[config.mk]
export PLATFORM = sky130hd
export DESIGN_NAME = ofb_ctrl
export DESIGN_NICKNAME = d
export VERILOG_FILES = /design/src/rtl/core/ofb_pkg.sv /design/src/rtl/core/ofb_ctrl.sv
export SDC_FILE = /design/constraint.sdc
export NUM_CORES = 1
export LEC_CHECK = 0
export BUFFER_PORTS_ARGS = -buffer_cell sky130_fd_sc_hd__buf_2
export CAP_MARGIN = 20
export CORE_AREA = 2 2 39 41
export DETAILED_ROUTE_END_ITERATION = 6
export DIE_AREA = 0 0 41 43
export PLACE_DENSITY = 0.48
export SLEW_MARGIN = 20
export SYNTH_ARGS = -nofsm -noshare
export SYNTH_HDL_FRONTEND = slang
export SYNTH_SLANG_ARGS = --single-unit
[constraint.sdc]
create_clock -name clk -period 2.1 [get_ports clk]
set_clock_uncertainty 0.05 [all_clocks]
set_input_delay 0.525 -clock clk [delete_from_list [all_inputs] [get_ports clk]]
set_output_delay 0.525 -clock clk [all_outputs]
set_load 0.005 [all_outputs]
[src/rtl/core/ofb_pkg.sv]
// Shared types and constants for the OLED page frame store engine.
// No dependencies; every other file of the block imports this package.
`timescale 1ns / 1ps

package ofb_pkg;

  // Panel geometry.
  localparam int COLUMNS     = 130;
  localparam int ROWS        = 64;
  localparam int PAGES       = (ROWS + 7) / 8;
  localparam int STORE_BYTES = COLUMNS * PAGES;

  // Refresh stream layout: four command bytes, a data control byte, then the columns.
  localparam int HDR_BYTES   = 5;
  localparam int PAGE_STREAM = HDR_BYTES + COLUMNS;

  localparam int ADDR_W  = $clog2(STORE_BYTES);
  localparam int PAGE_W  = (PAGES > 1) ? $clog2(PAGES) : 1;
  localparam int OFF_W   = $clog2(PAGE_STREAM);
  localparam int COORD_W = 9;
  localparam int BYTE_W  = 8;

  // Byte positions inside one page's stream.
  localparam logic [OFF_W-1:0] OFF_CMD_CTL = OFF_W'(0);
  localparam logic [OFF_W-1:0] OFF_PAGE    = OFF_W'(1);
  localparam logic [OFF_W-1:0] OFF_COL_LO  = OFF_W'(2);
  localparam logic [OFF_W-1:0] OFF_COL_HI  = OFF_W'(3);
  localparam logic [OFF_W-1:0] OFF_DAT_CTL = OFF_W'(4);
  localparam logic [OFF_W-1:0] OFF_LAST    = OFF_W'(PAGE_STREAM - 1);

  // Panel command bytes.
  localparam logic [BYTE_W-1:0] PAGE_CMD_BASE = 8'hB0;
  localparam logic [BYTE_W-1:0] COL_LO_CMD    = 8'h00;
  localparam logic [BYTE_W-1:0] COL_HI_CMD    = 8'h10;
  localparam logic [BYTE_W-1:0] BYTE_ONES     = 8'hFF;

  // Configuration register indexes.
  localparam int CFG_IDX_W = 3;
  localparam logic [CFG_IDX_W-1:0] CFG_INVERT  = 3'd0;
  localparam logic [CFG_IDX_W-1:0] CFG_X_OFF   = 3'd1;
  localparam logic [CFG_IDX_W-1:0] CFG_Y_OFF   = 3'd2;
  localparam logic [CFG_IDX_W-1:0] CFG_CMD_CTL = 3'd3;
  localparam logic [CFG_IDX_W-1:0] CFG_DAT_CTL = 3'd4;

  localparam logic [BYTE_W-1:0] DAT_CTL_RESET = 8'h40;

  typedef enum logic [1:0] {
    OP_DRAW    = 2'd0,
    OP_FILL    = 2'd1,
    OP_REFRESH = 2'd2
  } ofb_op_t;

  typedef enum logic [2:0] {
    ST_CLEAR,
    ST_IDLE,
    ST_DRAW_WR,
    ST_FILL,
    ST_REF_OUT
  } ofb_state_t;

  typedef struct packed {
    logic sweep_start;
    logic sweep_wr;
    logic draw_rd;
    logic draw_wr;
    logic ref_rd;
    logic load_out;
  } ofb_cmd_t;

  typedef struct packed {
    logic sweep_last;
    logic out_free;
  } ofb_sts_t;

endpackage

[src/rtl/core/ofb_ctrl.sv]
// Controller state machine: sequences draws, fills, refresh reads and the reset clear.
// Depends on ofb_pkg; drives the datapath only through ofb_cmd_t and reads ofb_sts_t.
`timescale 1ns / 1ps

module ofb_ctrl import ofb_pkg::*; (
  input  logic       clk,
  input  logic       rst_n,
  input  logic       in_valid,
  input  logic [1:0] in_opcode,
  output logic       in_ready,
  input  ofb_sts_t   sts,
  output ofb_cmd_t   cmd
);

  ofb_state_t state_r, state_nxt;

  always_ff @(posedge clk) begin
    if (!rst_n) begin
      state_r <= ST_CLEAR;
    end else begin
      state_r <= state_nxt;
    end
  end

  always_comb begin
    state_nxt = state_r;
    cmd       = '0;
    in_ready  = 1'b0;
    case (state_r)
      ST_IDLE: begin
        in_ready = 1'b1;
        if (in_valid) begin
          case (ofb_op_t'(in_opcode))
            OP_DRAW: begin
              cmd.draw_rd = 1'b1;
              state_nxt   = ST_DRAW_WR;
            end
            OP_FILL: begin
              cmd.sweep_start = 1'b1;
              state_nxt       = ST_FILL;
            end
            OP_REFRESH: begin
              cmd.ref_rd = 1'b1;
              state_nxt  = ST_REF_OUT;
            end
            default: begin
              state_nxt = ST_IDLE;
            end
          endcase
        end
      end
      ST_DRAW_WR: begin
        cmd.draw_wr = 1'b1;
        state_nxt   = ST_IDLE;
      end
      ST_CLEAR, ST_FILL: begin
        cmd.sweep_wr = 1'b1;
        if (sts.sweep_last) begin
          state_nxt = ST_IDLE;
        end
      end
      ST_REF_OUT: begin
        if (sts.out_free) begin
          cmd.load_out = 1'b1;
          state_nxt    = ST_IDLE;
        end
      end
      default: begin
        state_nxt = ST_IDLE;
      end
    endcase
  end

endmodule

==> impl_metrics.tcl, run 1 <==
set metrics [dict create \
    power_density_nw_per_um2 615 \
    synth_xor_area_share_pct 3.57 \
    finalMaxSlewViolations 0 \
    drt_wl_total_um 533 \
    hold_violations 0 \
    ys.flop_type "dfxtp_1" \
    antenna_left 0 \
    largest_register "state_r" \
    largest_reg_flops 3 \
    rrSetupSlack_ns 0.71 \
    synth_area_um2 245 \
    path_class "register to output port" \
    crit_path_end_kind "output port" \
    wl_per_cell_um 9.19 \
    setup_tns_ns 0 \
    grt_max_degree 11 \
    cts_root_buf "clkbuf_4" \
    min_period_ns 1.94 \
    worstMarginPinSlew_ns 0.415 \
    yosysWarnings 0 \
    ir_worst_vdd_v 0.000257 \
    cts_made_buffers 3 \
    required_ns 1.52 \
    async_flop_share_pct 0 \
    cts_max_path_buffers 2 \
    synth_top_family_by_area "simple AND/OR/NAND/NOR gates" \
    synthSimpleGateAreaFrac_pct 50.0 \
    routed_via_density 4.28 \
    layout-drive-gt1-share_pct 52.4 \
    htreeDepth 1 \
    gp_congestion 0.729 \
    ff2ff_path_depth 3 \
    synth_enable_flop_cells 0 \
    hold_end "state_r[2]$_SDFFE_PN0P_" \
    grt_pass1_wl_um 848 \
    synth_top_cell_area_share_pct 24.5 \
    dr.pass1.iters 2 \
    syn_area_per_cell_um2 9.43 \
    area_delta_synth_final_pct 40.8 \
    yosys.area_share.adder_pct 0 \
    rsz0062_at_grt "false" \
    synth_top_cell_by_area "dfxtp_1" \
    grt_overflow 0 \
    hold_class "input port to register" \
    leakage_nw 0.169 \
    io_buffers 13 \
    die-area_um2 1760 \
    drtIter0Drc 2 \
    synth_nets 33 \
    path_clk_slew_ns 0.04 \
    synthTopCellsByArea "dfxtp_1 (24%), nor4b_2 (6.1%), nand2b_4 (5.6%), and3_1 (5.1%), and4bb_2 (5.1%)" \
    reg2reg_from "state_r[1]$_SDFFE_PN0P_" \
    placementRows 14 \
    synthMuxAreaShare_pct 8.67 \
    final.period_utilization_pct 92.2 \
    hold_start "rst_n" \
    io_pins 14 \
    cp-start-kind "register" \
    cts-resized-gates 0 \
    syn-instance-count 26 \
    reg_top3 "state_r (3)" \
    hpwlAfterDp_um 420 \
    worst_ep_arrival_time_ns 1.36 \
    clk_latency_ns 0.23 \
    relSlewSlack_pct 72.3 \
    grt_usage_pct 7.21 \
    initial_utilization_pct 17.7 \
    postCtsHoldBufs 0 \
    synth_compound_area_share_pct 8.67 \
    drc 0 \
    diodes 0 \
    r2r_end "state_r[1]$_SDFFE_PN0P_" \
    status "finished, final reports clean" \
    ys_seq_elements 3 \
    hold_path_depth 2 \
    cp_max_fo 6 \
    nNetsFinal 50 \
    dieWidth_um 41 \
    grt_pass1_vias 212 \
    fin_util_pct 25.0 \
    fmax_ghz 0.517 \
    coreArea_um2 1380 \
    die_h_um 43 \
    setup_viol 0 \
    power.total_w 0.000213 \
    cts_setup_buffers 0 \
    antenna_found_initial 0 \
    tritoncts "done" \
    cts_sinks 3 \
    synth_seq_area_share_pct 24.5 \
    maxCapViolCount 0 \
    vias 248 \
    synth_cell_types 20 \
]
==> worst max-delay path by stage <==
stage | startpoint | to | cells after the start
3_3_place_gp | in_opcode[1] | cmd[5] | 4
3_5_place_dp | in_opcode[1] | cmd[3] | 4
5_1_grt | state_r[0]$_SDFFE_PN0P_ | cmd[3] | 4
6_report | state_r[0]$_SDFFE_PN0P_ | cmd[3] | 4
4_1_cts | state_r[0]$_SDFFE_PN0P_ | cmd[3] | 4
2_1_floorplan | in_opcode[1] | cmd[3] | 2
==> synth_stat cells, types with 2 or more instances <==
cell type,count
nor3_1,2
nand2_1,2
nor2_1,2
dfxtp_1,3
and3_1,2
==> placed cells by master, fill, tap and decap left out, types with 2 or more instances in the layout <==
| master | count |
|---|---|
| nand2_1 | 2 |
| clkbuf_4 | 3 |
| nor3_1 | 2 |
| buf_2 | 13 |
| dfxtp_1 | 3 |
| and3_1 | 2 |
| nor2_1 | 2 |
==> per-layer routing <==
layer / vias up / routed length (um) / share of wire [%] / GRT usage [%]
met3: 0 / 53 / 9.9 / 3.66
met5: - / 0 / 0 / 0
met2: 10 / 219 / 41 / 8.13
met1: 106 / 260 / 49 / 10.5
li1: 132 / - / - / -
met4: 0 / 0 / 0 / 4.00
==> metrics by stage <==
step           cells  worst slack [ns]  area, um^2  hold WS (ns)
6_report          58             0.164         345         0.499
5_1_grt           58            0.0435         345         0.504
4_1_cts           58             0.134         345         0.489
3_5_place_dp      54             0.320         319         0.597
3_3_place_gp      54             0.374         319         0.593
2_1_floorplan     26             0.591         245         0.522
==> critical path, stage by stage (launching register included) <==
cell and delay, ns:
dfxtp_1 0.47, nand2b_4 0.12, nor3_1 0.25, and3b_1 0.19, buf_2 0.10
==> layout make-up <==
class                           instances  area [um^2]
Fill cell                             154         1040
Multi-Input combinational cell         22          174
Timing Repair Buffer                   13         65.1
Sequential cell                         3         60.1
Clock buffer                            4         26.3
Tap cell                               16         20.0
==> report_power, final <==
part	switching (W)	internal (W)
clock network	0.0000289	0.0000711
logic	0.0000199	0.0000238
registers	0.00000809	0.0000607
==> kinds of logic (layout without fill, tap and decap cells) <==
kind of cell	count (synthesis)	in the layout
compound gates	3	3
xor+xnor	1	1
buf+inv	1	17
flops	3	3
mux	2	2
simple gates	16	16
No activity file was read; power rests on OpenSTA's default activity.
==> run 2, diff against run 1 <==
--- a/config.mk
+++ b/config.mk
@@ -5,12 +5,13 @@
 export SDC_FILE = /design/constraint.sdc
 export NUM_CORES = 1
 export LEC_CHECK = 0
+export ABC_AREA = 1
 export BUFFER_PORTS_ARGS = -buffer_cell sky130_fd_sc_hd__buf_2
 export CAP_MARGIN = 20
 export CORE_AREA = 2 2 39 41
 export DETAILED_ROUTE_END_ITERATION = 6
 export DIE_AREA = 0 0 41 43
-export PLACE_DENSITY = 0.48
+export PLACE_DENSITY = 0.49
 export SLEW_MARGIN = 20
 export SYNTH_ARGS = -nofsm -noshare
 export SYNTH_HDL_FRONTEND = slang
==> run 2 against run 1 <==
- sequential share of layout area is 1.1 points lower
- sequential power is 11% higher
- highest routed layer unchanged
- power is 27% higher
- critical endpoint is now cmd[1]
- count of clock-buffer cells in the layout stayed put
- non-clock buffer count stayed put
- critical path type unchanged
- combinational power is 120% higher
- largest cell class unchanged
- global-route usage is 1.1 points higher
- die area stayed put
==> impl_metrics.tcl, run 2 <==
set metrics [dict create \
    status "finished, final reports clean" \
    final_common_cell "buf_2" \
    postCtsHoldBufs 0 \
    required_ns 1.52 \
    cp_slowest_cell "dfxtp_1" \
    antenna_found_initial 0 \
    setup_viol 0 \
    power_density_nw_per_um2 737 \
    synth_top_cell_area_share_pct 23.4 \
    grt_pass1_vias 259 \
    synth_cell_types 13 \
    layout-drive-gt1-share_pct 37.1 \
    routed_via_density 3.87 \
    syn-instance-count 45 \
    power.total_w 0.000271 \
    crit_family "simple AND/OR/NAND/NOR gates" \
    drt_wl_total_um 607 \
    io_buffers 13 \
    largest_reg_flops 3 \
    cts_setup_buffers 0 \
    cts-resized-gates 0 \
    cp.depth 7 \
    synth_nets 52 \
    synth_area_um2 256 \
    ff2ff_path_depth 7 \
    yosysWarnings 0 \
    pre_cts_ws_ns 0.480 \
    io_pins 14 \
    ys.flop_type "dfxtp_1" \
    cts_sinks 3 \
    cts_made_buffers 3 \
    die_h_um 43 \
    grt_usage_pct 8.32 \
    min_period_ns 1.83 \
    cts_max_path_buffers 2 \
    synth_common_cells "inv_1 (11), nor2_1 (9), nand2_1 (6), nand3_1 (5)" \
    grt_pass1_wl_um 938 \
    placementRows 14 \
    setup_tns_ns 0 \
    synthTopCellsByArea "dfxtp_1 (23%), inv_1 (16%), nor2_1 (13%), nand3_1 (9.8%), nand2_1 (8.8%)" \
    maxCapViolCount 0 \
    syn_area_per_cell_um2 5.70 \
    grt_max_degree 7 \
    postPlaceCellArea_um2 342 \
    crit_path_cell_trace "nand2_2 -> nor2_4 -> nand2_2 -> nor2_2 -> nand2_2 -> inv_1 -> buf_2" \
    async_flop_share_pct 0 \
    drtIter0Drc 3 \
    synth_enable_flop_cells 0 \
    reg_top3 "state_r (3)" \
    htreeDepth 1 \
    dieWidth_um 41 \
    hpwlAfterDp_um 482 \
    hold_class "input port to register" \
    rsz0062_at_grt "false" \
    initial_utilization_pct 18.5 \
    crit_path_end_kind "output port" \
    fill_cells 160 \
    slowest_delay_ns 0.40 \
    ys_seq_elements 3 \
    largest_register "state_r" \
    startpoint "state_r[0]$_SDFFE_PN0P_" \
    yosysMostFrequentCell "inv_1" \
    final.period_utilization_pct 87.3 \
    nNetsFinal 70 \
    diodes 0 \
    hold_violations 0 \
    gp_congestion 0.684 \
    finalWorstSetupSlack_ns 0.267 \
    reg2reg_from "state_r[0]$_SDFFE_PN0P_" \
    ir_worst_vdd_v 0.000186 \
    hold_start "rst_n" \
    drc 0 \
    final_cell_mix "buf_2 (13), inv_1 (11), nor2_1 (9), nand2_1 (6), nand3_1 (5)" \
    tritoncts "done" \
    path_class "register to output port" \
    antenna_left 0 \
    grt_overflow 0 \
    finalMaxSlewViolations 0 \
    cp-start-kind "register" \
    coreArea_um2 1380 \
    worstMarginPinSlew_ns 0.229 \
    hold_path_depth 3 \
    synth_seq_area_share_pct 23.4 \
    fmax_ghz 0.546 \
    design_area_um2 368 \
    wl_per_cell_um 7.78 \
    cp_num_buf_inv 2 \
    multiInputGateArea_um2 151 \
    relSlewSlack_pct 84.6 \
    cpMostUsedCell "nand2_2" \
    dr.pass1.iters 3 \
    leakage_nw 0.223 \
    vias 302 \
    die-area_um2 1760 \
    cts_root_buf "clkbuf_4" \
    seqCellArea_um2 60.1 \
    clk_latency_ns 0.23 \
    path_clk_slew_ns 0.04 \
    cp_max_fo 5 \
    worst_ep_arrival_time_ns 1.26 \
    synth_top_cell_by_area "dfxtp_1" \
    area_delta_synth_final_pct 43.4 \
]
==> run 2: final timing paths <==
path,slack [ns],to
setup / recovery,0.27,cmd[1]
hold / removal,0.49,state_r[1]$_SDFFE_PN0P_
setup reg to reg,0.93,state_r[1]$_SDFFE_PN0P_
hold reg to reg,0.50,state_r[0]$_SDFFE_PN0P_
==> run 2: final cells by class <==
type	instances	share of cell area, %
well taps	16	5.44
multi-input cells	30	41.2
clock buffers	4	7.14
repair buffers	13	17.7
inverters	12	12.2
flip-flops and latches	3	16.3
==> run 2: per-layer routing <==
layer | track usage (%) | part of all wire, % | vias to the layer above | routed length, um
met5 | 0 | 0 | - | 0
met4 | 8.00 | 0 | 0 | 0
met3 | 3.14 | 7.9 | 0 | 48
met2 | 10.9 | 46 | 12 | 278
met1 | 9.58 | 46 | 119 | 281
li1 | - | - | 171 | -
==> run 2: where the power goes <==
part | total, W | switching, W | internal (W)
Combinational | 0.0000940 | 0.0000548 | 0.0000391
Clock | 0.000101 | 0.0000295 | 0.0000712
Sequential | 0.0000762 | 0.0000112 | 0.0000650
Total | 0.000271 | 0.0000956 | 0.000175
==> run 2: metrics by stage <==
step | cells | hold WS (ns) | utilization [%]
floorplan | 45 | 0.463 | -
global placement | 74 | 0.490 | 24.7
detailed placement | 74 | 0.491 | 24.7
CTS | 78 | 0.483 | 26.6
global route | 78 | 0.491 | 26.6
finish | 78 | 0.488 | 26.6
==> run 2: worst reg2reg max path, stage by stage (launching register included) <==
cell	delay [ns]
dfxtp_1	0.40
inv_1	0.08
nand2_1	0.10
nand3_1	0.10
nor2_1	0.11
nor2_1	0.07
nor2_1	0.09
nor2_1	0.05
==> run 2: cell families after synthesis <==
family          count (synthesis)  share of synthesized area, %
simple gates                   29                          54.6
buf+inv                        12                          17.6
flops                           3                          23.4
compound gates                  1                          4.39
